### config.mk
export PLATFORM = sky130hd
export DESIGN_NAME = bcd_rtc_to_epoch_ns
export DESIGN_NICKNAME = d
export VERILOG_FILES = /design/src/hdl/bcdte_pkg.sv /design/src/hdl/bcdte_decode.sv /design/src/hdl/bcd_rtc_to_epoch_ns.sv
export SDC_FILE = /design/constraint.sdc
export NUM_CORES = 2
export LEC_CHECK = 0
export BUFFER_PORTS_ARGS = -buffer_cell sky130_fd_sc_hd__buf_2
export CORE_MARGIN = 2
export CORE_UTILIZATION = 61
export CTS_CLUSTER_SIZE = 30
export DETAILED_ROUTE_END_ITERATION = 8
export GPL_ROUTABILITY_DRIVEN = 0
export PLACE_DENSITY = 0.83
export SETUP_SLACK_MARGIN = 0.05
export SYNTH_ARGS = -nofsm -noshare
export SYNTH_HDL_FRONTEND = slang
export SYNTH_SLANG_ARGS = --single-unit
### constraint.sdc
create_clock -name clk_i -period 8.05 [get_ports clk_i]
set_input_delay 2.415 -clock clk_i [delete_from_list [all_inputs] [get_ports clk_i]]
set_output_delay 2.415 -clock clk_i [all_outputs]
set_load 0.1 [all_outputs]
### src/hdl/bcdte_pkg.sv
// ----------------------------------------------------------------------------
// bcdte_pkg: shared types and constants for the RTC to epoch converter
// Holds the decoded calendar word, the time-scale constants and the
// cumulative month-length table.
// ----------------------------------------------------------------------------
package bcdte_pkg;

  localparam int unsigned ByteW     = 8;
  localparam int unsigned EpochW    = 63;

  // Time scale constants.
  localparam logic [16:0] SecPerDay = 17'd86400;
  localparam logic [11:0] SecPerHr  = 12'd3600;
  localparam logic [5:0]  SecPerMin = 6'd60;
  localparam logic [29:0] NsPerSec  = 30'd1000000000;
  localparam logic [8:0]  DaysPerYr = 9'd365;

  // Years from 1970 to 2000, and leap years 1972..1996 in that span.
  localparam logic [8:0]  YearsTo2000 = 9'd30;
  localparam logic [6:0]  LeapsTo2000 = 7'd7;

  // Two-digit years whose century years are not leap years (2100, 2200).
  localparam logic [7:0]  Century1 = 8'd100;
  localparam logic [7:0]  Century2 = 8'd200;

  localparam logic [7:0]  MonthJan = 8'd1;
  localparam logic [7:0]  MonthFeb = 8'd2;
  localparam logic [7:0]  MonthDec = 8'd12;

  // One decoded set of calendar fields.
  typedef struct packed {
    logic [ByteW-1:0] sec;
    logic [ByteW-1:0] min;
    logic [ByteW-1:0] hour;
    logic [ByteW-1:0] day;
    logic [ByteW-1:0] mon;
    logic [ByteW-1:0] year;
    logic             month_err;
  } decode_t;

  // Days in the months before the given month of a common year.
  function automatic logic [8:0] days_before_month(input logic [ByteW-1:0] mon);
    logic [8:0] d;
    case (mon)
      8'd1:    d = 9'd0;
      8'd2:    d = 9'd31;
      8'd3:    d = 9'd59;
      8'd4:    d = 9'd90;
      8'd5:    d = 9'd120;
      8'd6:    d = 9'd151;
      8'd7:    d = 9'd181;
      8'd8:    d = 9'd212;
      8'd9:    d = 9'd243;
      8'd10:   d = 9'd273;
      8'd11:   d = 9'd304;
      8'd12:   d = 9'd334;
      default: d = 9'd0;
    endcase
    return d;
  endfunction

endpackage

### src/hdl/bcdte_decode.sv
// ----------------------------------------------------------------------------
// bcdte_decode: register byte decoder
// Turns the six RTC bytes into binary values, BCD or pass-through, and
// flags a month outside January to December.
// ----------------------------------------------------------------------------
module bcdte_decode (
  input  logic [7:0]        raw_seconds_i,
  input  logic [7:0]        raw_minutes_i,
  input  logic [7:0]        raw_hours_i,
  input  logic [7:0]        raw_day_i,
  input  logic [7:0]        raw_month_i,
  input  logic [7:0]        raw_year_i,
  input  logic              binary_mode_i,
  output bcdte_pkg::decode_t dec_o
);
  import bcdte_pkg::*;

  // Nibbles above nine are not rejected; they decode arithmetically.
  function automatic logic [ByteW-1:0] dec_byte(input logic [ByteW-1:0] b,
                                                 input logic bin);
    logic [ByteW-1:0] lo;
    logic [ByteW-1:0] hi;
    lo = {4'b0, b[3:0]};
    hi = {4'b0, b[7:4]};
    return bin ? b : (lo + (hi << 3) + (hi << 1));
  endfunction

  always_comb begin
    dec_o.sec       = dec_byte(raw_seconds_i, binary_mode_i);
    dec_o.min       = dec_byte(raw_minutes_i, binary_mode_i);
    dec_o.hour      = dec_byte(raw_hours_i,   binary_mode_i);
    dec_o.day       = dec_byte(raw_day_i,     binary_mode_i);
    dec_o.mon       = dec_byte(raw_month_i,   binary_mode_i);
    dec_o.year      = dec_byte(raw_year_i,    binary_mode_i);
    dec_o.month_err = (dec_o.mon < MonthJan) || (dec_o.mon > MonthDec);
  end

endmodule

### src/hdl/bcd_rtc_to_epoch_ns.sv
// ----------------------------------------------------------------------------
// bcd_rtc_to_epoch_ns: RTC calendar registers to Unix time in nanoseconds
// Five-stage pipeline from raw clock bytes to nanoseconds since 1970.
// ----------------------------------------------------------------------------
// The block takes one word of RTC register bytes (seconds, minutes, hours,
// day, month and a two-digit year counted from 2000) in BCD or plain binary
// and returns the nanoseconds since 1970-01-01 UTC, or zero with
// month_error_o set when the decoded month is not 1 to 12. Field values are
// otherwise unchecked: a day of zero is one day before the first of the
// month and out-of-range times simply add in. A new word is taken in every
// cycle while stall_o is low. Its result passes through the five register
// stages (byte decode, calendar terms, seconds, split 17x30 bit nanosecond
// multiply, final add), the first of which loads at the accepting edge.
// A stall on the output backs up through the stages without losing or
// repeating a word, and stall_o rises only when every stage is holding
// a word.
module bcd_rtc_to_epoch_ns (
  input  logic        clk_i,
  input  logic        rst_ni,
  input  logic        valid_i,
  output logic        stall_o,
  input  logic [7:0]  raw_seconds_i,
  input  logic [7:0]  raw_minutes_i,
  input  logic [7:0]  raw_hours_i,
  input  logic [7:0]  raw_day_i,
  input  logic [7:0]  raw_month_i,
  input  logic [7:0]  raw_year_i,
  input  logic        binary_mode_i,
  output logic        valid_o,
  input  logic        stall_i,
  output logic [62:0] epoch_ns_o,
  output logic        month_error_o
);
  import bcdte_pkg::*;

  // Stage valid bits and the ready chain. A stage takes a new word when it
  // is empty or the stage after it is moving.
  logic v1_q, v2_q, v3_q, v4_q, v5_q;
  logic r1, r2, r3, r4, r5;

  assign r5 = !v5_q || !stall_i;
  assign r4 = !v4_q || r5;
  assign r3 = !v3_q || r4;
  assign r2 = !v2_q || r3;
  assign r1 = !v1_q || r2;
  assign stall_o = !r1;

  always_ff @(posedge clk_i or negedge rst_ni) begin
    if (!rst_ni) begin
      v1_q <= 1'b0;
      v2_q <= 1'b0;
      v3_q <= 1'b0;
      v4_q <= 1'b0;
      v5_q <= 1'b0;
    end else begin
      if (r1) v1_q <= valid_i;
      if (r2) v2_q <= v1_q;
      if (r3) v3_q <= v2_q;
      if (r4) v4_q <= v3_q;
      if (r5) v5_q <= v4_q;
    end
  end

  // Stage 1: byte decode.
  decode_t dec_d, dec_q;

  bcdte_decode u_decode (
    .raw_seconds_i (raw_seconds_i),
    .raw_minutes_i (raw_minutes_i),
    .raw_hours_i   (raw_hours_i),
    .raw_day_i     (raw_day_i),
    .raw_month_i   (raw_month_i),
    .raw_year_i    (raw_year_i),
    .binary_mode_i (binary_mode_i),
    .dec_o         (dec_d)
  );

  always_ff @(posedge clk_i) begin
    if (r1 && valid_i) dec_q <= dec_d;
  end

  // Stage 2: days up to January 1 of the year, days into the year plus the
  // day of month, and the time of day in seconds. Within 2000..2255 the
  // leap years after 1999 are every fourth one, less 2100 and 2200.
  logic [8:0]  yr_span;
  logic [8:0]  yr_round;
  logic [6:0]  leaps;
  logic        leap_year;
  logic [16:0] ydays_d, ydays_q;
  logic [9:0]  mdays_d, mdays_q;
  logic [19:0] hms_d, hms_q;
  logic        err2_q;

  always_comb begin
    yr_span   = {1'b0, dec_q.year} + YearsTo2000;
    yr_round  = {1'b0, dec_q.year} + 9'd3;
    leaps     = LeapsTo2000 + yr_round[8:2]
              - {6'b0, (dec_q.year > Century1)}
              - {6'b0, (dec_q.year > Century2)};
    leap_year = (dec_q.year[1:0] == 2'b00) && (dec_q.year != Century1)
                && (dec_q.year != Century2);
    ydays_d   = 17'({8'b0, yr_span} * {8'b0, DaysPerYr}) + {10'b0, leaps};
    mdays_d   = {1'b0, days_before_month(dec_q.mon)}
              + {9'b0, (leap_year && (dec_q.mon > MonthFeb))}
              + {2'b0, dec_q.day};
    hms_d     = 20'({12'b0, dec_q.hour} * {8'b0, SecPerHr})
              + 20'({12'b0, dec_q.min} * {14'b0, SecPerMin})
              + {12'b0, dec_q.sec};
  end

  always_ff @(posedge clk_i) begin
    if (r2 && v1_q) begin
      ydays_q <= ydays_d;
      mdays_q <= mdays_d;
      hms_q   <= hms_d;
      err2_q  <= dec_q.month_err;
    end
  end

  // Stage 3: whole seconds. Days never underflow, the year term is at
  // least thirty years.
  logic [16:0] days;
  logic [33:0] secs_d, secs_q;
  logic        err3_q;

  always_comb begin
    days   = ydays_q + {7'b0, mdays_q} - 17'd1;
    secs_d = ({17'b0, days} * {17'b0, SecPerDay}) + {14'b0, hms_q};
  end

  always_ff @(posedge clk_i) begin
    if (r3 && v2_q) begin
      secs_q <= secs_d;
      err3_q <= err2_q;
    end
  end

  // Stage 4: the seconds split into two 17-bit halves, each scaled by
  // one billion.
  logic [46:0] plo_d, plo_q, phi_d, phi_q;
  logic        err4_q;

  assign plo_d = {30'b0, secs_q[16:0]}  * {17'b0, NsPerSec};
  assign phi_d = {30'b0, secs_q[33:17]} * {17'b0, NsPerSec};

  always_ff @(posedge clk_i) begin
    if (r4 && v3_q) begin
      plo_q  <= plo_d;
      phi_q  <= phi_d;
      err4_q <= err3_q;
    end
  end

  // Stage 5: recombine the halves into the output register; an invalid
  // month forces the result to zero.
  logic [63:0]       ns_sum;
  logic [EpochW-1:0] ns_d, ns_q;
  logic              err5_q;

  always_comb begin
    ns_sum = {17'b0, plo_q} + {phi_q, 17'b0};
    ns_d   = err4_q ? '0 : ns_sum[EpochW-1:0];
  end

  always_ff @(posedge clk_i) begin
    if (r5 && v4_q) begin
      ns_q   <= ns_d;
      err5_q <= err4_q;
    end
  end

  assign valid_o       = v5_q;
  assign epoch_ns_o    = ns_q;
  assign month_error_o = err5_q;

  // A flagged word always carries a zero time.
  a_err_zero: assert property (@(posedge clk_i) disable iff (!rst_ni)
    valid_o && month_error_o |-> epoch_ns_o == '0)
    else $error("month error with nonzero time");

  // A good word is never earlier than the last day of 1999.
  a_lower_bound: assert property (@(posedge clk_i) disable iff (!rst_ni)
    valid_o && !month_error_o |-> epoch_ns_o >= 63'd946598400000000000)
    else $error("time below the representable range");

  // Back-pressure reaches the input only with the whole pipeline full.
  a_stall_full: assert property (@(posedge clk_i) disable iff (!rst_ni)
    stall_o |-> v1_q && v2_q && v3_q && v4_q && v5_q && stall_i)
    else $error("input stalled with an empty stage");

  // An accepted word lands in the first stage.
  a_enter: assert property (@(posedge clk_i) disable iff (!rst_ni)
    valid_i && !stall_o |=> v1_q)
    else $error("accepted word lost at entry");

endmodule
==> flow_results.xml <==
<?xml version="1.0" encoding="UTF-8"?>
<metrics>
  <group name="sta">
    <metric name="max_slew.worst_pin.slew" unit="ns">1.120</metric>
    <metric name="finClkSkew" unit="ns">0.02328</metric>
    <metric name="setup_violations" unit="">0</metric>
    <metric name="slew_viol_final" unit="">0</metric>
    <metric name="fmaxAchievable" unit="GHz">0.1323</metric>
    <metric name="setup_total_negative_slack" unit="ns">0</metric>
    <metric name="grt_setup_unrepaired" unit="">no</metric>
    <metric name="post-route-min-period" unit="ns">7.560</metric>
    <metric name="fin_ws" unit="ns">0.4900</metric>
    <metric name="final_min_period_over_clock_period" unit="%">93.91</metric>
    <metric name="final_hold_viol_count" unit="">0</metric>
    <metric name="slew_headroom" unit="%">23.19</metric>
  </group>
  <group name="synthesis">
    <metric name="yosys.area.top_type" unit="">sky130_fd_sc_hd__ha_1</metric>
    <metric name="post_synth.cell_area_avg" unit="µm²">10.75</metric>
    <metric name="syn-instance-count" unit="">3214</metric>
    <metric name="ys_dominant_reg_cell" unit="">sky130_fd_sc_hd__edfxtp_1</metric>
    <metric name="synth.lib_cells_used.distinct" unit="">84</metric>
    <metric name="post-synth-top-count-cell" unit="">sky130_fd_sc_hd__inv_1</metric>
    <metric name="synth_edf_count" unit="">263</metric>
    <metric name="yosysWarnings" unit="">0</metric>
    <metric name="yosys-top-cells-count" unit="">sky130_fd_sc_hd__inv_1 (669), sky130_fd_sc_hd__ha_1 (639), sky130_fd_sc_hd__fa_1 (387), sky130_fd_sc_hd__edfxtp_1 (263), sky130_fd_sc_hd__xnor2_1 (163)</metric>
    <metric name="synth_top_area_share" unit="%">23.14</metric>
    <metric name="ys_seq_area_share" unit="%">23.74</metric>
    <metric name="fraction_of_registers_with_async_set_or_reset_after_synthesis" unit="%">1.805</metric>
    <metric name="synth.cell_area" unit="µm²">34560</metric>
    <metric name="postSynthRegisterBits" unit="">277</metric>
    <metric name="netlist_top_cells_area" unit="">sky130_fd_sc_hd__ha_1 (23%), sky130_fd_sc_hd__edfxtp_1 (23%), sky130_fd_sc_hd__fa_1 (22%), sky130_fd_sc_hd__inv_1 (7.3%), sky130_fd_sc_hd__xnor2_1 (4.1%)</metric>
  </group>
  <group name="finish">
    <metric name="footprint_of_the_flip_flops_and_latches" unit="µm²">8203</metric>
    <metric name="antennaDiodeCount" unit="">0</metric>
    <metric name="fillCellCount" unit="">4140</metric>
    <metric name="drive_above_1_share" unit="%">7.028</metric>
    <metric name="finish.net_count" unit="">4413</metric>
    <metric name="multi_input_area" unit="µm²">23760</metric>
    <metric name="finalNonFillerCells" unit="">4114</metric>
    <metric name="area_growth" unit="%">7.024</metric>
  </group>
  <group name="critical_path">
    <metric name="path_type_of_the_worst_setup_path" unit="">flop to flop</metric>
    <metric name="path_delay_family" unit="">adder cells</metric>
    <metric name="start_kind" unit="">flop</metric>
    <metric name="critical_path.max_stage_delay" unit="ns">0.55</metric>
    <metric name="critPathCaptureType" unit="">flop</metric>
    <metric name="crit_top_cell" unit="">sky130_fd_sc_hd__inv_1</metric>
    <metric name="critical_path.max_fanout" unit="">7</metric>
    <metric name="critPathArrivalTime" unit="ns">7.90</metric>
    <metric name="crit_path_top_delay_cell" unit="">sky130_fd_sc_hd__fa_1</metric>
    <metric name="worst_path_required" unit="ns">8.39</metric>
    <metric name="cp_num_buf_inv" unit="">7</metric>
  </group>
  <group name="floorplan">
    <metric name="start_util" unit="%">61.52</metric>
    <metric name="ioPinCount" unit="">119</metric>
    <metric name="placeableCoreArea" unit="µm²">56170</metric>
    <metric name="die_width" unit="µm">242.0</metric>
    <metric name="die_height" unit="µm">242.0</metric>
    <metric name="num_rows" unit="">87</metric>
    <metric name="floorplan.die_area" unit="µm²">58570</metric>
  </group>
  <group name="clocking">
    <metric name="insertion_delay" unit="ns">0.60</metric>
    <metric name="hold_bufs_inserted_after_cts" unit="">0</metric>
    <metric name="cts-buffers-inserted" unit="">31</metric>
    <metric name="cts-htree-levels" unit="">1</metric>
    <metric name="tritoncts" unit="">done</metric>
    <metric name="clk_pin_slew_worst_paths" unit="ns">0.07</metric>
    <metric name="clock-root-buffer" unit="">sky130_fd_sc_hd__clkbuf_16</metric>
    <metric name="clock_sinks" unit="">277</metric>
    <metric name="cts_buffer_depth" unit="">3</metric>
  </group>
  <group name="routing">
    <metric name="post_drt_wl_per_cell" unit="µm">15.19</metric>
    <metric name="antenna_violating_nets_post_route" unit="">0</metric>
    <metric name="detail_route.drc_violations" unit="">0</metric>
    <metric name="vias" unit="">22210</metric>
    <metric name="initialDrtViolationCount" unit="">1000</metric>
    <metric name="totalWireLength" unit="µm">62470</metric>
    <metric name="dr.pass1.iters" unit="">5</metric>
    <metric name="detail_route.vias_per_cell" unit="">5.399</metric>
  </group>
  <group name="grt">
    <metric name="grt_pass1_vias" unit="">23380</metric>
    <metric name="grt_antenna_before_repair" unit="">0</metric>
    <metric name="grt_pass1_wl" unit="µm">107600</metric>
    <metric name="grt_max_degree" unit="">60</metric>
    <metric name="gr-total-overflow" unit="">0</metric>
    <metric name="total_routing_resource_utilization_after_global_routing" unit="%">21.95</metric>
  </group>
  <group name="worst_hold_path">
    <metric name="timing.hold.worst.class" unit="">flop to flop</metric>
  </group>
  <group name="place">
    <metric name="port_buffers" unit="">109</metric>
    <metric name="post_detail_place_hpwl" unit="µm">53120</metric>
    <metric name="post-place-ws" unit="ns">0.2075</metric>
    <metric name="dp.cells" unit="">4056</metric>
  </group>
  <group name="run_status">
    <metric name="run_status" unit="">completed</metric>
  </group>
  <group name="flow_run">
    <metric name="max_cap_violations" unit="">0</metric>
  </group>
</metrics>
-- path summary, 6_finish.rpt --
check,start,to,slack (ns),depth (start not counted)
worst max register to register,mdays_q[1],secs_q[33],0.49,32
max in group asynchronous,rst_ni,v3_q,6.29,1
worst min register to register,dec_q[41],hms_q[0],0.42,0
worst max-delay path,mdays_q[1],secs_q[33],0.49,32
worst min-delay path,dec_q[41],hms_q[0],0.42,0
min in group asynchronous,rst_ni,v1_q,1.62,1
-- metal layers --
layer	routed length, µm	global-route usage (%)	vias to the layer above
li1	-	-	10960
met3	2553	2.758	107
met1	26840	27.44	10710
met5	0	0	-
met4	1380	5.102	0
met2	31700	40.41	431
-- area by class of cell --
cell class                 count  share of cell area (%)
clock inverter                18                  0.3451
timing repair buffer         116                   1.617
multi-input combinational   2239                   64.25
sequential                   277                   22.18
clock buffer                  39                   2.260
tap                          756                   2.558
inverter                     669                   6.790
-- cells by family (layout without fill, tap and decap cells) --
logic type | after synthesis | in the layout | share of synthesized area, %
AOI/OAI and AO/OA | 495 | 495 | 9.693
muxes | 29 | 29 | 0.9161
buffers and inverters | 706 | 842 | 7.781
xor gates and xnor gates | 240 | 240 | 6.083
DFF | 277 | 277 | 23.74
and+or+nand+nor | 440 | 440 | 6.224
adders and majority gates | 1026 | 1026 | 45.56
other | 1 | 9 | 0.01085
-- layout by cell type, fill, tap and decap left out, types with 6 or more instances in the layout --
| cell | Yosys | final |
|---|---|---|
| sky130_fd_sc_hd__o21a_1 | 18 | 18 |
| sky130_fd_sc_hd__a31o_2 | 8 | 8 |
| sky130_fd_sc_hd__nand2_1 | 94 | 94 |
| sky130_fd_sc_hd__edfxtp_1 | 263 | 263 |
| sky130_fd_sc_hd__mux2i_1 | 8 | 8 |
| sky130_fd_sc_hd__o21bai_1 | 45 | 45 |
| sky130_fd_sc_hd__nand4_1 | 12 | 12 |
| sky130_fd_sc_hd__fa_1 | 387 | 387 |
| sky130_fd_sc_hd__inv_1 | 669 | 669 |
| sky130_fd_sc_hd__or2_2 | 9 | 9 |
| sky130_fd_sc_hd__a21o_1 | 84 | 84 |
| sky130_fd_sc_hd__clkbuf_16 | 0 | 31 |
| sky130_fd_sc_hd__nor3_1 | 36 | 35 |
| sky130_fd_sc_hd__o31a_1 | 10 | 10 |
| sky130_fd_sc_hd__a31oi_1 | 10 | 9 |
| sky130_fd_sc_hd__nor2_1 | 130 | 130 |
| sky130_fd_sc_hd__or3_1 | 14 | 14 |
| sky130_fd_sc_hd__a211oi_1 | 11 | 11 |
| sky130_fd_sc_hd__o211ai_1 | 11 | 11 |
| sky130_fd_sc_hd__conb_1 | 1 | 9 |
| sky130_fd_sc_hd__mux2_2 | 21 | 21 |
| sky130_fd_sc_hd__and3_1 | 15 | 15 |
| sky130_fd_sc_hd__o21ai_0 | 71 | 71 |
| sky130_fd_sc_hd__a21oi_1 | 154 | 153 |
| sky130_fd_sc_hd__xor2_1 | 77 | 76 |
| sky130_fd_sc_hd__and2_1 | 20 | 18 |
| sky130_fd_sc_hd__nand2b_1 | 19 | 19 |
| sky130_fd_sc_hd__buf_4 | 10 | 7 |
| sky130_fd_sc_hd__clkinv_2 | 0 | 7 |
| sky130_fd_sc_hd__o21ai_1 | 6 | 6 |
| sky130_fd_sc_hd__xnor2_1 | 163 | 161 |
| sky130_fd_sc_hd__nand3_1 | 31 | 31 |
| sky130_fd_sc_hd__buf_2 | 1 | 109 |
| sky130_fd_sc_hd__ha_1 | 639 | 639 |
| sky130_fd_sc_hd__nor2b_1 | 42 | 41 |
| sky130_fd_sc_hd__o31ai_1 | 7 | 7 |
| sky130_fd_sc_hd__dfxtp_1 | 9 | 9 |
-- state kept, by name, summed over array words and instances, names as in the netlist, 10 cells and up, named ones only --
register,flops
dec_q,49
mdays_q,10
plo_q,38
hms_q,20
phi_q,37
ydays_q,17
secs_q,34
epoch_ns_o,54
-- through the flow --
step / util [%] / hold slack (ns) / cell area [µm²]
CTS: 65.75 / 0.4189 / 36930
finish: 65.84 / 0.4177 / 36980
floorplan: - / 0.4003 / 34590
global route: 65.84 / 0.4226 / 36980
detailed placement: 64.03 / 0.4075 / 35970
global placement: 64.03 / 0.4024 / 35970
-- timing repair --
item,in CTS,in global routing
setup endpoints to repair,0,7
gates resized for setup,0,7
setup buffers,0,1
Power is left out: the tool's default activity adds up to more than one toggle a clock period on the data nets, which glitch-free logic cannot reach.
